--- config.mk ---
export PLATFORM = sky130hd
export DESIGN_NAME = remote_drive_lease_arming_core
export DESIGN_NICKNAME = d
export VERILOG_FILES = /design/src/rtl/rdla_pkg.sv /design/src/rtl/rdla_cfg.sv /design/src/rtl/rdla_front.sv /design/src/rtl/rdla_queue.sv /design/src/rtl/rdla_back.sv /design/src/rtl/remote_drive_lease_arming_core.sv
export SDC_FILE = /design/constraint.sdc
export NUM_CORES = 1
export LEC_CHECK = 0
export BUFFER_PORTS_ARGS = -buffer_cell sky130_fd_sc_hd__buf_2
export CAP_MARGIN = 20
export CORE_ASPECT_RATIO = 0.7
export CORE_MARGIN = 10
export CORE_UTILIZATION = 39
export DETAILED_ROUTE_END_ITERATION = 7
export PLACE_DENSITY = 0.65
export SKIP_LAST_GASP = 1
export SYNTH_ARGS = -nofsm -noshare
export SYNTH_HDL_FRONTEND = slang
export SYNTH_SLANG_ARGS = --single-unit
export TNS_END_PERCENT = 20
--- constraint.sdc ---
create_clock -name i_clk -period 23.1 [get_ports i_clk]
set_clock_uncertainty 0.2 [all_clocks]
set_input_delay 6.93 -clock i_clk [delete_from_list [all_inputs] [get_ports i_clk]]
set_output_delay 6.93 -clock i_clk [all_outputs]
set_load 0.02 [all_outputs]
--- src/rtl/rdla_pkg.sv ---
// Shared types, codes and reset constants for the remote drive lease arming core.
package rdla_pkg;

    // Q2.14 unit value
    localparam logic signed [15:0] Q_ONE     = 16'sd16384;
    localparam logic signed [15:0] Q_NEG_ONE = -16'sd16384;

    // Configuration reset values
    localparam logic [13:0] DEADZONE_RESET = 14'd0;
    localparam logic [31:0] TTL_RESET      = 32'd1000;

    // Register indexes on the configuration port
    localparam logic REG_DEADZONE = 1'b0;
    localparam logic REG_TTL      = 1'b1;

    typedef enum logic [2:0] {
        OP_CLAIM   = 3'd0,
        OP_RELEASE = 3'd1,
        OP_ARM     = 3'd2,
        OP_DISARM  = 3'd3,
        OP_COMMAND = 3'd4,
        OP_EXPIRE  = 3'd5,
        OP_FAULT   = 3'd6,
        OP_REJECT  = 3'd7
    } t_op;

    typedef enum logic [2:0] {
        ST_OK          = 3'd0,
        ST_SESSION     = 3'd1,
        ST_ARGUMENT    = 3'd2,
        ST_NOT_ARMED   = 3'd3,
        ST_NOT_APPLIED = 3'd4
    } t_status;

    typedef enum logic [2:0] {
        MODE_DISARMED = 3'd0,
        MODE_ARMED    = 3'd1,
        MODE_ACTIVE   = 3'd2,
        MODE_EXPIRED  = 3'd3,
        MODE_FAULT    = 3'd4
    } t_mode;

    // Live configuration
    typedef struct packed {
        logic [13:0] deadzone;
        logic [31:0] ttl;
    } t_cfg;

    // Request after classification by the front end
    typedef struct packed {
        t_op                op;
        logic [63:0]        session;
        logic               session_nz;
        logic [63:0]        now_ms;
        logic               range_ok;
        logic signed [15:0] fwd;
        logic signed [15:0] trn;
        logic               no_motion;
        logic               deadman;
    } t_item;

    // One result
    typedef struct packed {
        t_status            status;
        logic signed [15:0] fwd;
        logic signed [15:0] trn;
        logic               no_motion;
        logic               deadman;
        logic               command_valid;
        t_mode              mode;
    } t_result;

endpackage

--- src/rtl/rdla_cfg.sv ---
// APB-style configuration registers: deadzone and lease time to live.
module rdla_cfg (
    input  logic               i_clk,
    input  logic               i_rst_n,
    input  logic               psel,
    input  logic               penable,
    input  logic               pwrite,
    input  logic [2:0]         paddr,
    input  logic [31:0]        pwdata,
    output logic [31:0]        prdata,
    output logic               pready,
    output rdla_pkg::t_cfg     o_cfg
);

    logic [13:0] r_deadzone;
    logic [31:0] r_ttl;
    logic        wr_en;

    assign pready = 1'b1;
    assign wr_en  = psel & penable & pwrite;

    // register writes, word index from address bit 2
    always_ff @(posedge i_clk) begin
        if (!i_rst_n) begin
            r_deadzone <= rdla_pkg::DEADZONE_RESET;
            r_ttl      <= rdla_pkg::TTL_RESET;
        end else if (wr_en) begin
            if (paddr[2] == rdla_pkg::REG_DEADZONE) begin
                r_deadzone <= pwdata[13:0];
            end else begin
                r_ttl <= pwdata;
            end
        end
    end

    // read mux
    assign prdata = (paddr[2] == rdla_pkg::REG_TTL) ? r_ttl : {18'd0, r_deadzone};

    assign o_cfg.deadzone = r_deadzone;
    assign o_cfg.ttl      = r_ttl;

endmodule

--- src/rtl/rdla_front.sv ---
// Front end: range check, deadzone and intent flags for each incoming request.
module rdla_front (
    input  logic               [2:0]  i_operation,
    input  logic               [63:0] i_session,
    input  logic               [63:0] i_now_ms,
    input  logic signed        [15:0] i_forward_in,
    input  logic signed        [15:0] i_turn_in,
    input  logic                      i_deadman_in,
    input  rdla_pkg::t_cfg            i_cfg,
    output rdla_pkg::t_item           o_item
);

    logic [15:0]        fwd_mag;
    logic [15:0]        trn_mag;
    logic signed [15:0] fwd_dz;
    logic signed [15:0] trn_dz;
    logic               zi;

    // magnitudes; -32768 wraps to 32768 in 16 unsigned bits
    assign fwd_mag = i_forward_in[15] ? (~i_forward_in + 16'd1) : i_forward_in;
    assign trn_mag = i_turn_in[15]    ? (~i_turn_in + 16'd1)    : i_turn_in;

    // deadzone
    assign fwd_dz = (fwd_mag < {2'b00, i_cfg.deadzone}) ? 16'sd0 : i_forward_in;
    assign trn_dz = (trn_mag < {2'b00, i_cfg.deadzone}) ? 16'sd0 : i_turn_in;
    assign zi     = (fwd_dz == 16'sd0) && (trn_dz == 16'sd0);

    // classified request
    always_comb begin
        o_item.op          = rdla_pkg::t_op'(i_operation);
        o_item.session     = i_session;
        o_item.session_nz  = (i_session != 64'd0);
        o_item.now_ms      = i_now_ms;
        o_item.range_ok    = (i_forward_in >= rdla_pkg::Q_NEG_ONE) &&
                             (i_forward_in <= rdla_pkg::Q_ONE) &&
                             (i_turn_in >= rdla_pkg::Q_NEG_ONE) &&
                             (i_turn_in <= rdla_pkg::Q_ONE);
        o_item.fwd         = fwd_dz;
        o_item.trn         = trn_dz;
        o_item.no_motion   = zi;
        o_item.deadman     = i_deadman_in & ~zi;
    end

endmodule

--- src/rtl/rdla_queue.sv ---
// Two-entry queue between the front end and the back end.
module rdla_queue (
    input  logic            i_clk,
    input  logic            i_rst_n,
    input  logic            i_push,
    input  rdla_pkg::t_item i_item,
    output logic            o_full,
    input  logic            i_pop,
    output logic            o_valid,
    output rdla_pkg::t_item o_head
);

    rdla_pkg::t_item r_slot0;
    rdla_pkg::t_item r_slot1;
    logic [1:0]      r_count;
    logic [1:0]      n_count;

    assign o_full  = (r_count == 2'd2);
    assign o_valid = (r_count != 2'd0);
    assign o_head  = r_slot0;

    // occupancy
    always_comb begin
        n_count = r_count;
        if (i_push && !i_pop) begin
            n_count = r_count + 2'd1;
        end else if (!i_push && i_pop) begin
            n_count = r_count - 2'd1;
        end
    end

    always_ff @(posedge i_clk) begin
        if (!i_rst_n) begin
            r_count <= 2'd0;
        end else begin
            r_count <= n_count;
        end
    end

    // slot data, head in slot 0
    always_ff @(posedge i_clk) begin
        if (i_pop) begin
            if (i_push && r_count == 2'd1) begin
                r_slot0 <= i_item;
            end else begin
                r_slot0 <= r_slot1;
            end
            if (i_push && r_count == 2'd2) begin
                r_slot1 <= i_item;
            end
        end else if (i_push) begin
            if (r_count == 2'd0) begin
                r_slot0 <= i_item;
            end else begin
                r_slot1 <= i_item;
            end
        end
    end

endmodule

--- src/rtl/rdla_back.sv ---
// Back end: session, arm and lease state, and the registered result.
module rdla_back (
    input  logic              i_clk,
    input  logic              i_rst_n,
    input  rdla_pkg::t_cfg    i_cfg,
    input  logic              i_head_valid,
    input  rdla_pkg::t_item   i_head,
    output logic              o_pop,
    output logic              o_out_valid,
    input  logic              i_out_ready,
    output rdla_pkg::t_result o_result
);

    logic              r_claimed;
    logic [63:0]       r_owner;
    logic              r_armed;
    logic              r_lease;
    logic [63:0]       r_last_renew;
    rdla_pkg::t_mode   r_mode;
    logic              r_out_valid;
    rdla_pkg::t_result r_result;

    logic              n_claimed;
    logic [63:0]       n_owner;
    logic              n_armed;
    logic              n_lease;
    logic [63:0]       n_last_renew;
    rdla_pkg::t_mode   n_mode;
    rdla_pkg::t_result n_result;

    logic              owner_match;
    logic              owns;
    logic [63:0]       elapsed;
    logic              expire_due;

    // take the head when the output register is free or draining
    assign o_pop = i_head_valid && (!r_out_valid || i_out_ready);

    assign owner_match = (r_owner == i_head.session);
    assign owns        = i_head.session_nz && r_claimed && owner_match;
    assign elapsed     = i_head.now_ms - r_last_renew;
    assign expire_due  = elapsed > {32'd0, i_cfg.ttl};

    // next state
    always_comb begin
        n_claimed    = r_claimed;
        n_owner      = r_owner;
        n_armed      = r_armed;
        n_lease      = r_lease;
        n_last_renew = r_last_renew;
        n_mode       = r_mode;
        unique case (i_head.op)
            rdla_pkg::OP_CLAIM: begin
                if (i_head.session_nz && !(r_claimed && !owner_match)) begin
                    n_claimed = 1'b1;
                    n_owner   = i_head.session;
                end
            end
            rdla_pkg::OP_RELEASE: begin
                if (r_claimed && owner_match) begin
                    n_claimed = 1'b0;
                    n_owner   = 64'd0;
                    n_armed   = 1'b0;
                    n_lease   = 1'b0;
                    if (r_mode != rdla_pkg::MODE_EXPIRED) begin
                        n_mode = rdla_pkg::MODE_DISARMED;
                    end
                end
            end
            rdla_pkg::OP_ARM: begin
                if (owns) begin
                    n_armed      = 1'b1;
                    n_lease      = 1'b1;
                    n_last_renew = i_head.now_ms;
                    n_mode       = rdla_pkg::MODE_ARMED;
                end
            end
            rdla_pkg::OP_DISARM: begin
                if (owns) begin
                    n_armed = 1'b0;
                    n_lease = 1'b0;
                    n_mode  = rdla_pkg::MODE_DISARMED;
                end
            end
            rdla_pkg::OP_COMMAND: begin
                if (i_head.range_ok && owns && r_armed) begin
                    n_last_renew = i_head.now_ms;
                    n_lease      = 1'b1;
                    n_mode       = i_head.deadman ? rdla_pkg::MODE_ACTIVE
                                                  : rdla_pkg::MODE_ARMED;
                end
            end
            rdla_pkg::OP_EXPIRE: begin
                if (r_armed && r_lease && expire_due) begin
                    n_armed = 1'b0;
                    n_lease = 1'b0;
                    n_mode  = rdla_pkg::MODE_EXPIRED;
                end
            end
            rdla_pkg::OP_FAULT: begin
                n_armed = 1'b0;
                n_lease = 1'b0;
                n_mode  = rdla_pkg::MODE_FAULT;
            end
            rdla_pkg::OP_REJECT: begin
                n_lease = 1'b0;
                if (r_armed) begin
                    n_mode = rdla_pkg::MODE_ARMED;
                end
            end
            default: begin
                n_lease = r_lease;
            end
        endcase
    end

    // result fields
    always_comb begin
        n_result               = '0;
        n_result.status        = rdla_pkg::ST_OK;
        n_result.mode          = n_mode;
        unique case (i_head.op)
            rdla_pkg::OP_CLAIM: begin
                if (!i_head.session_nz || (r_claimed && !owner_match)) begin
                    n_result.status = rdla_pkg::ST_NOT_APPLIED;
                end
            end
            rdla_pkg::OP_RELEASE: begin
                if (!r_claimed || !owner_match) begin
                    n_result.status = rdla_pkg::ST_NOT_APPLIED;
                end
            end
            rdla_pkg::OP_ARM, rdla_pkg::OP_DISARM: begin
                if (!owns) begin
                    n_result.status = rdla_pkg::ST_SESSION;
                end
            end
            rdla_pkg::OP_COMMAND: begin
                priority if (!i_head.range_ok) begin
                    n_result.status = rdla_pkg::ST_ARGUMENT;
                end else if (!owns) begin
                    n_result.status = rdla_pkg::ST_SESSION;
                end else if (!r_armed) begin
                    n_result.status = rdla_pkg::ST_NOT_ARMED;
                end else begin
                    n_result.fwd           = i_head.fwd;
                    n_result.trn           = i_head.trn;
                    n_result.no_motion     = i_head.no_motion;
                    n_result.deadman       = i_head.deadman;
                    n_result.command_valid = 1'b1;
                end
            end
            rdla_pkg::OP_EXPIRE: begin
                if (!r_armed || !r_lease || !expire_due) begin
                    n_result.status = rdla_pkg::ST_NOT_APPLIED;
                end
            end
            rdla_pkg::OP_FAULT, rdla_pkg::OP_REJECT: begin
                n_result.status = rdla_pkg::ST_OK;
            end
            default: begin
                n_result.status = rdla_pkg::ST_OK;
            end
        endcase
    end

    // state update on each executed request
    always_ff @(posedge i_clk) begin
        if (!i_rst_n) begin
            r_claimed    <= 1'b0;
            r_owner      <= 64'd0;
            r_armed      <= 1'b0;
            r_lease      <= 1'b0;
            r_last_renew <= 64'd0;
            r_mode       <= rdla_pkg::MODE_DISARMED;
        end else if (o_pop) begin
            r_claimed    <= n_claimed;
            r_owner      <= n_owner;
            r_armed      <= n_armed;
            r_lease      <= n_lease;
            r_last_renew <= n_last_renew;
            r_mode       <= n_mode;
        end
    end

    // output register
    always_ff @(posedge i_clk) begin
        if (!i_rst_n) begin
            r_out_valid <= 1'b0;
        end else if (o_pop) begin
            r_out_valid <= 1'b1;
        end else if (i_out_ready) begin
            r_out_valid <= 1'b0;
        end
    end

    always_ff @(posedge i_clk) begin
        if (o_pop) begin
            r_result <= n_result;
        end
    end

    assign o_out_valid = r_out_valid;
    assign o_result    = r_result;

endmodule

--- src/rtl/remote_drive_lease_arming_core.sv ---
// Remote drive lease arming interlock: top level.
//
// Request channel (i_in_valid / o_in_ready) carries one event: operation, session,
// time stamp, two Q2.14 axes and the deadman bit. Result channel
// (o_out_valid / i_out_ready) returns exactly one result per event, in order.
// The front end classifies each request (axis range, deadzone, intent) and
// pushes it into a two-entry queue; the back end executes one request per
// cycle against the session/arm/lease state and loads a result register.
// Throughput: one request per cycle as long as results are taken each cycle.
// A request is registered in the queue before the back end registers its result.
// The back end's path (64-bit elapsed-time subtract and compare) sets the
// cycle. When the receiver stalls, the result register holds, the queue fills
// and o_in_ready drops once both entries are used.
// Reset (i_rst_n low, synchronous) empties the queue and result register,
// drops claim, arm and lease, sets mode to disarmed, deadzone to 0 and lease
// time to live to 1000 ms. Registers sit on the APB port at 0 and 4.
module remote_drive_lease_arming_core (
    input  logic               i_clk,
    input  logic               i_rst_n,
    input  logic               psel,
    input  logic               penable,
    input  logic               pwrite,
    input  logic        [2:0]  paddr,
    input  logic        [31:0] pwdata,
    output logic        [31:0] prdata,
    output logic               pready,
    input  logic               i_in_valid,
    output logic               o_in_ready,
    input  logic        [2:0]  i_operation,
    input  logic        [63:0] i_session,
    input  logic        [63:0] i_now_ms,
    input  logic signed [15:0] i_forward_in,
    input  logic signed [15:0] i_turn_in,
    input  logic               i_deadman_in,
    output logic               o_out_valid,
    input  logic               i_out_ready,
    output logic        [2:0]  o_status,
    output logic signed [15:0] o_forward_out,
    output logic signed [15:0] o_turn_out,
    output logic               o_no_motion,
    output logic               o_deadman_out,
    output logic               o_command_valid,
    output logic        [2:0]  o_mode
);

    rdla_pkg::t_cfg    cfg;
    rdla_pkg::t_item   front_item;
    rdla_pkg::t_item   head_item;
    rdla_pkg::t_result result;
    logic              q_full;
    logic              q_valid;
    logic              q_pop;
    logic              push;

    assign o_in_ready = ~q_full;
    assign push       = i_in_valid & ~q_full;

    rdla_cfg u_cfg (
        .i_clk   (i_clk),
        .i_rst_n (i_rst_n),
        .psel    (psel),
        .penable (penable),
        .pwrite  (pwrite),
        .paddr   (paddr),
        .pwdata  (pwdata),
        .prdata  (prdata),
        .pready  (pready),
        .o_cfg   (cfg)
    );

    rdla_front u_front (
        .i_operation  (i_operation),
        .i_session    (i_session),
        .i_now_ms     (i_now_ms),
        .i_forward_in (i_forward_in),
        .i_turn_in    (i_turn_in),
        .i_deadman_in (i_deadman_in),
        .i_cfg        (cfg),
        .o_item       (front_item)
    );

    rdla_queue u_queue (
        .i_clk   (i_clk),
        .i_rst_n (i_rst_n),
        .i_push  (push),
        .i_item  (front_item),
        .o_full  (q_full),
        .i_pop   (q_pop),
        .o_valid (q_valid),
        .o_head  (head_item)
    );

    rdla_back u_back (
        .i_clk        (i_clk),
        .i_rst_n      (i_rst_n),
        .i_cfg        (cfg),
        .i_head_valid (q_valid),
        .i_head       (head_item),
        .o_pop        (q_pop),
        .o_out_valid  (o_out_valid),
        .i_out_ready  (i_out_ready),
        .o_result     (result)
    );

    // result fields to ports
    assign o_status        = result.status;
    assign o_forward_out   = result.fwd;
    assign o_turn_out      = result.trn;
    assign o_no_motion     = result.no_motion;
    assign o_deadman_out   = result.deadman;
    assign o_command_valid = result.command_valid;
    assign o_mode          = result.mode;

endmodule

==> impl_metrics.py <==
metrics = {
    "logic_synthesis": {
        "async_flop_share_pct": 0,
        "synth_area_per_cell_sq_um": 10.7,
        "ys_types": 68,
        "synth.yosys.warnings": 0,
        "synth_edf_count": 375,
        "synth_seq_cells": 558,
        "netlist_instances": 2662,
        "ys_seq_area_share_pct": 52.5,
        "syn_area_sq_um": 28400,
        "syn_nets": 2997,
        "synth_flop_cell": "edfxtp_1",
    },
    "clock_tree": {
        "clk_pin_slew_ps": 60,
        "cts-root-buf": "clkbuf_16",
        "ctsHoldBuffers": 0,
        "cts_made_buffers": 55,
        "clock-sinks": 558,
        "cts_resized": 0,
        "clk_path_buf_depth": 3,
        "postCtsSetupBuffers": 0,
        "clock_latency_ps": 670,
        "htreeDepth": 2,
        "cts_tree": "yes",
    },
    "floorplan": {
        "die_height_um": 246,
        "coreArea_sq_um": 71900,
        "start_util_pct": 39.5,
        "die-area_sq_um": 84300,
        "io-pin-count": 282,
        "fp-row-count": 82,
        "die_w_um": 343,
    },
    "place": {
        "pre_cts_ws_ps": 7780,
        "hpwl_um": 55300,
        "place_area_sq_um": 30700,
        "gp_congestion": 0.911,
        "io_buffers": 278,
    },
    "setup_path": {
        "critical_path.endpoint_type": "primary output",
        "rrSetupSlack_ps": 16230,
        "cp-start-kind": "primary input",
        "timing.rr.end": "u_back.o_result[0]$_DFFE_PP_",
        "cp_data_required_time_ps": 15970,
        "reg2reg_depth": 24,
        "timing.rr.start": "u_queue.o_head[38]$_DFFE_PP_",
        "path_class": "in -> out",
        "arrival_ps": 8170,
        "critical_path.max_fanout": 30,
    },
    "grt": {
        "antenna_found_initial": 8,
        "grt_pass1_wl_um": 118000,
        "grtUsageTotal_pct": 17.5,
        "grt_overflow": 0,
        "grt_pass1_vias": 19600,
        "grt_max_degree": 99,
    },
    "timing": {
        "slew_headroom_pct": 28.5,
        "setup_viol": 0,
        "finalSetupTns_ps": 0,
        "fin_crit_sh_pct": 66.3,
        "timing.fmax_mhz": 65.3,
        "finalCriticalPeriod_ps": 15300,
        "hold_violations": 0,
        "setup_ws_ps": 7800,
        "worstMarginPinSlew_ps": 1070,
        "finalMaxSlewViolations": 0,
        "rsz0062_at_grt": "no",
        "fin_hold_ws_ps": 264,
    },
    "layout": {
        "final_nets": 3217,
        "area_growth_pct": 15.0,
        "register_area_sq_um": 14900,
        "stdcell_area_sq_um": 32700,
        "multi_input_area_sq_um": 12600,
        "n_fill_cell": 6762,
        "drive_gt1_share_pct": 19.7,
    },
    "min_path": {
        "hold_class": "reg -> reg",
        "min_delay_path_depth": 2,
        "worstHoldEndpoint": "u_back.r_last_renew[43]$_SDFFE_PN0P_",
        "hold_start": "u_back.r_last_renew[43]$_SDFFE_PN0P_",
    },
    "power_and_ir_drop": {
        "peakVddDrop_mv": 0.0730,
        "leakage_nw": 11.8,
        "power_density_nw_per_um2": 132,
        "power_mw": 4.33,
    },
    "route": {
        "ant_nets": 0,
        "routed_wl_um": 76800,
        "wl_per_cell_um": 19.7,
        "avgViaCountPerCell": 5.29,
        "dr.pass1.iters": 5,
        "drc": 0,
        "drt_iter0_drc": 1729,
        "dr_total_vias": 20600,
    },
    "status": {
        "status": "completed",
    },
    "job": {
        "max_cap_violations": 0,
    },
}
final cells by class:
class,count,share of cell area (%)
inverter,135,1.55
sequential,558,45.6
clock buffer,77,4.87
antenna,2,0.0153
tap,966,3.70
clock inverter,26,1.16
multi-input combinational,1834,38.4
timing repair buffer,298,4.72
logic make-up (layout without fill, tap and decap cells):
kind of cell | after synthesis | in the layout | share of synthesized area [%]
XOR/XNOR | 138 | 138 | 4.25
AO/OA/AOI/OAI | 548 | 548 | 12.7
buffers and inverters | 270 | 536 | 3.59
multiplexers | 173 | 173 | 6.83
AND/OR/NAND/NOR | 845 | 845 | 14.5
adder cells (fa/ha/maj) | 129 | 129 | 5.70
other | 1 | 3 | 0.0132
flip-flops | 558 | 558 | 52.5
per-layer routing:
layer	GRT usage, %	wire (um)	up-vias
li1	-	-	10000
met1	25.8	37400	9954
met2	26.0	33100	510
met3	4.01	5020	97
met4	3.52	1310	8
met5	0	52	-
where the power goes:
| group | internal [mW] | total [mW] | switching [mW] |
|---|---|---|---|
| combinational | 0.681 | 1.82 | 1.14 |
| clock | 0.555 | 0.971 | 0.416 |
| sequential | 1.39 | 1.53 | 0.141 |
cell usage after synthesis, drive strengths merged, types with 12 or more instances:
master	number	share of area [%]
edfxtp	375	40
nand2	356	4.7
dfxtp	183	13
mux2	168	6.7
inv	135	1.8
clkbuf	131	1.7
a21oi	130	2.3
ha	128	5.6
nor2	112	1.5
a21boi	111	2.9
o21ai	97	1.7
xor2	91	2.8
nor2b	90	2.0
a22oi	67	1.8
and2	60	1.3
nor4	51	1.1
nand4	50	1.1
xnor2	47	1.4
a21o	34	0.90
nand2b	28	0.62
nand3	23	0.40
nor3	23	0.40
o211ai	20	0.53
or3	13	0.29
or4	13	0.37
a211oi	12	0.32
o21a	12	0.32
through the flow:
step                      utilization (%)  std cells
after floorplan                         -       2662
after global placement               42.7       3791
after detailed placement             42.7       3791
after CTS                            45.5       3894
after global routing                 45.5       3896
final                                45.5       3896
critical path, stage by stage:
cell    delay [ps]
buf_2          370
inv_1          440
nor2_1         220
buf_2          190
placed cells by master, fill, tap and decap left out, types with 47 or more instances in the layout:
| cell | netlist | final |
|---|---|---|
| inv_1 | 135 | 134 |
| xnor2_1 | 47 | 47 |
| nand2_1 | 356 | 355 |
| dfxtp_1 | 183 | 183 |
| a21oi_1 | 130 | 129 |
| and2_1 | 60 | 60 |
| mux2_2 | 168 | 168 |
| a21boi_0 | 111 | 111 |
| nor4_1 | 50 | 49 |
| a22oi_1 | 67 | 67 |
| o21ai_0 | 96 | 95 |
| nand4_1 | 50 | 50 |
| ha_1 | 128 | 128 |
| clkbuf_16 | 0 | 57 |
| nor2_1 | 112 | 111 |
| buf_2 | 1 | 277 |
| edfxtp_1 | 375 | 375 |
| nor2b_1 | 90 | 90 |
| xor2_1 | 91 | 91 |
sequential cells by signal, indices dropped and copies added, names as in the netlist, 2 cells and up:
signal,cells
u_cfg.r_deadzone,14
u_queue.r_slot1,167
u_queue.r_count,2
u_back.o_result,41
u_back.r_owner,64
u_back.r_mode,3
u_queue.o_head,167
u_back.r_last_renew,64
u_cfg.r_ttl,32
worst max path at each step:
stage / start / endpoint / depth (start not counted)
after floorplan: i_out_ready / u_queue.r_slot1[0]$_DFFE_PP_ / 5
after global placement: paddr[2] / prdata[25] / 4
after detailed placement: paddr[2] / prdata[26] / 4
after CTS: paddr[2] / prdata[26] / 4
after global routing: paddr[2] / prdata[23] / 4
final: paddr[2] / prdata[26] / 4
(Power assumes the default switching activity.)
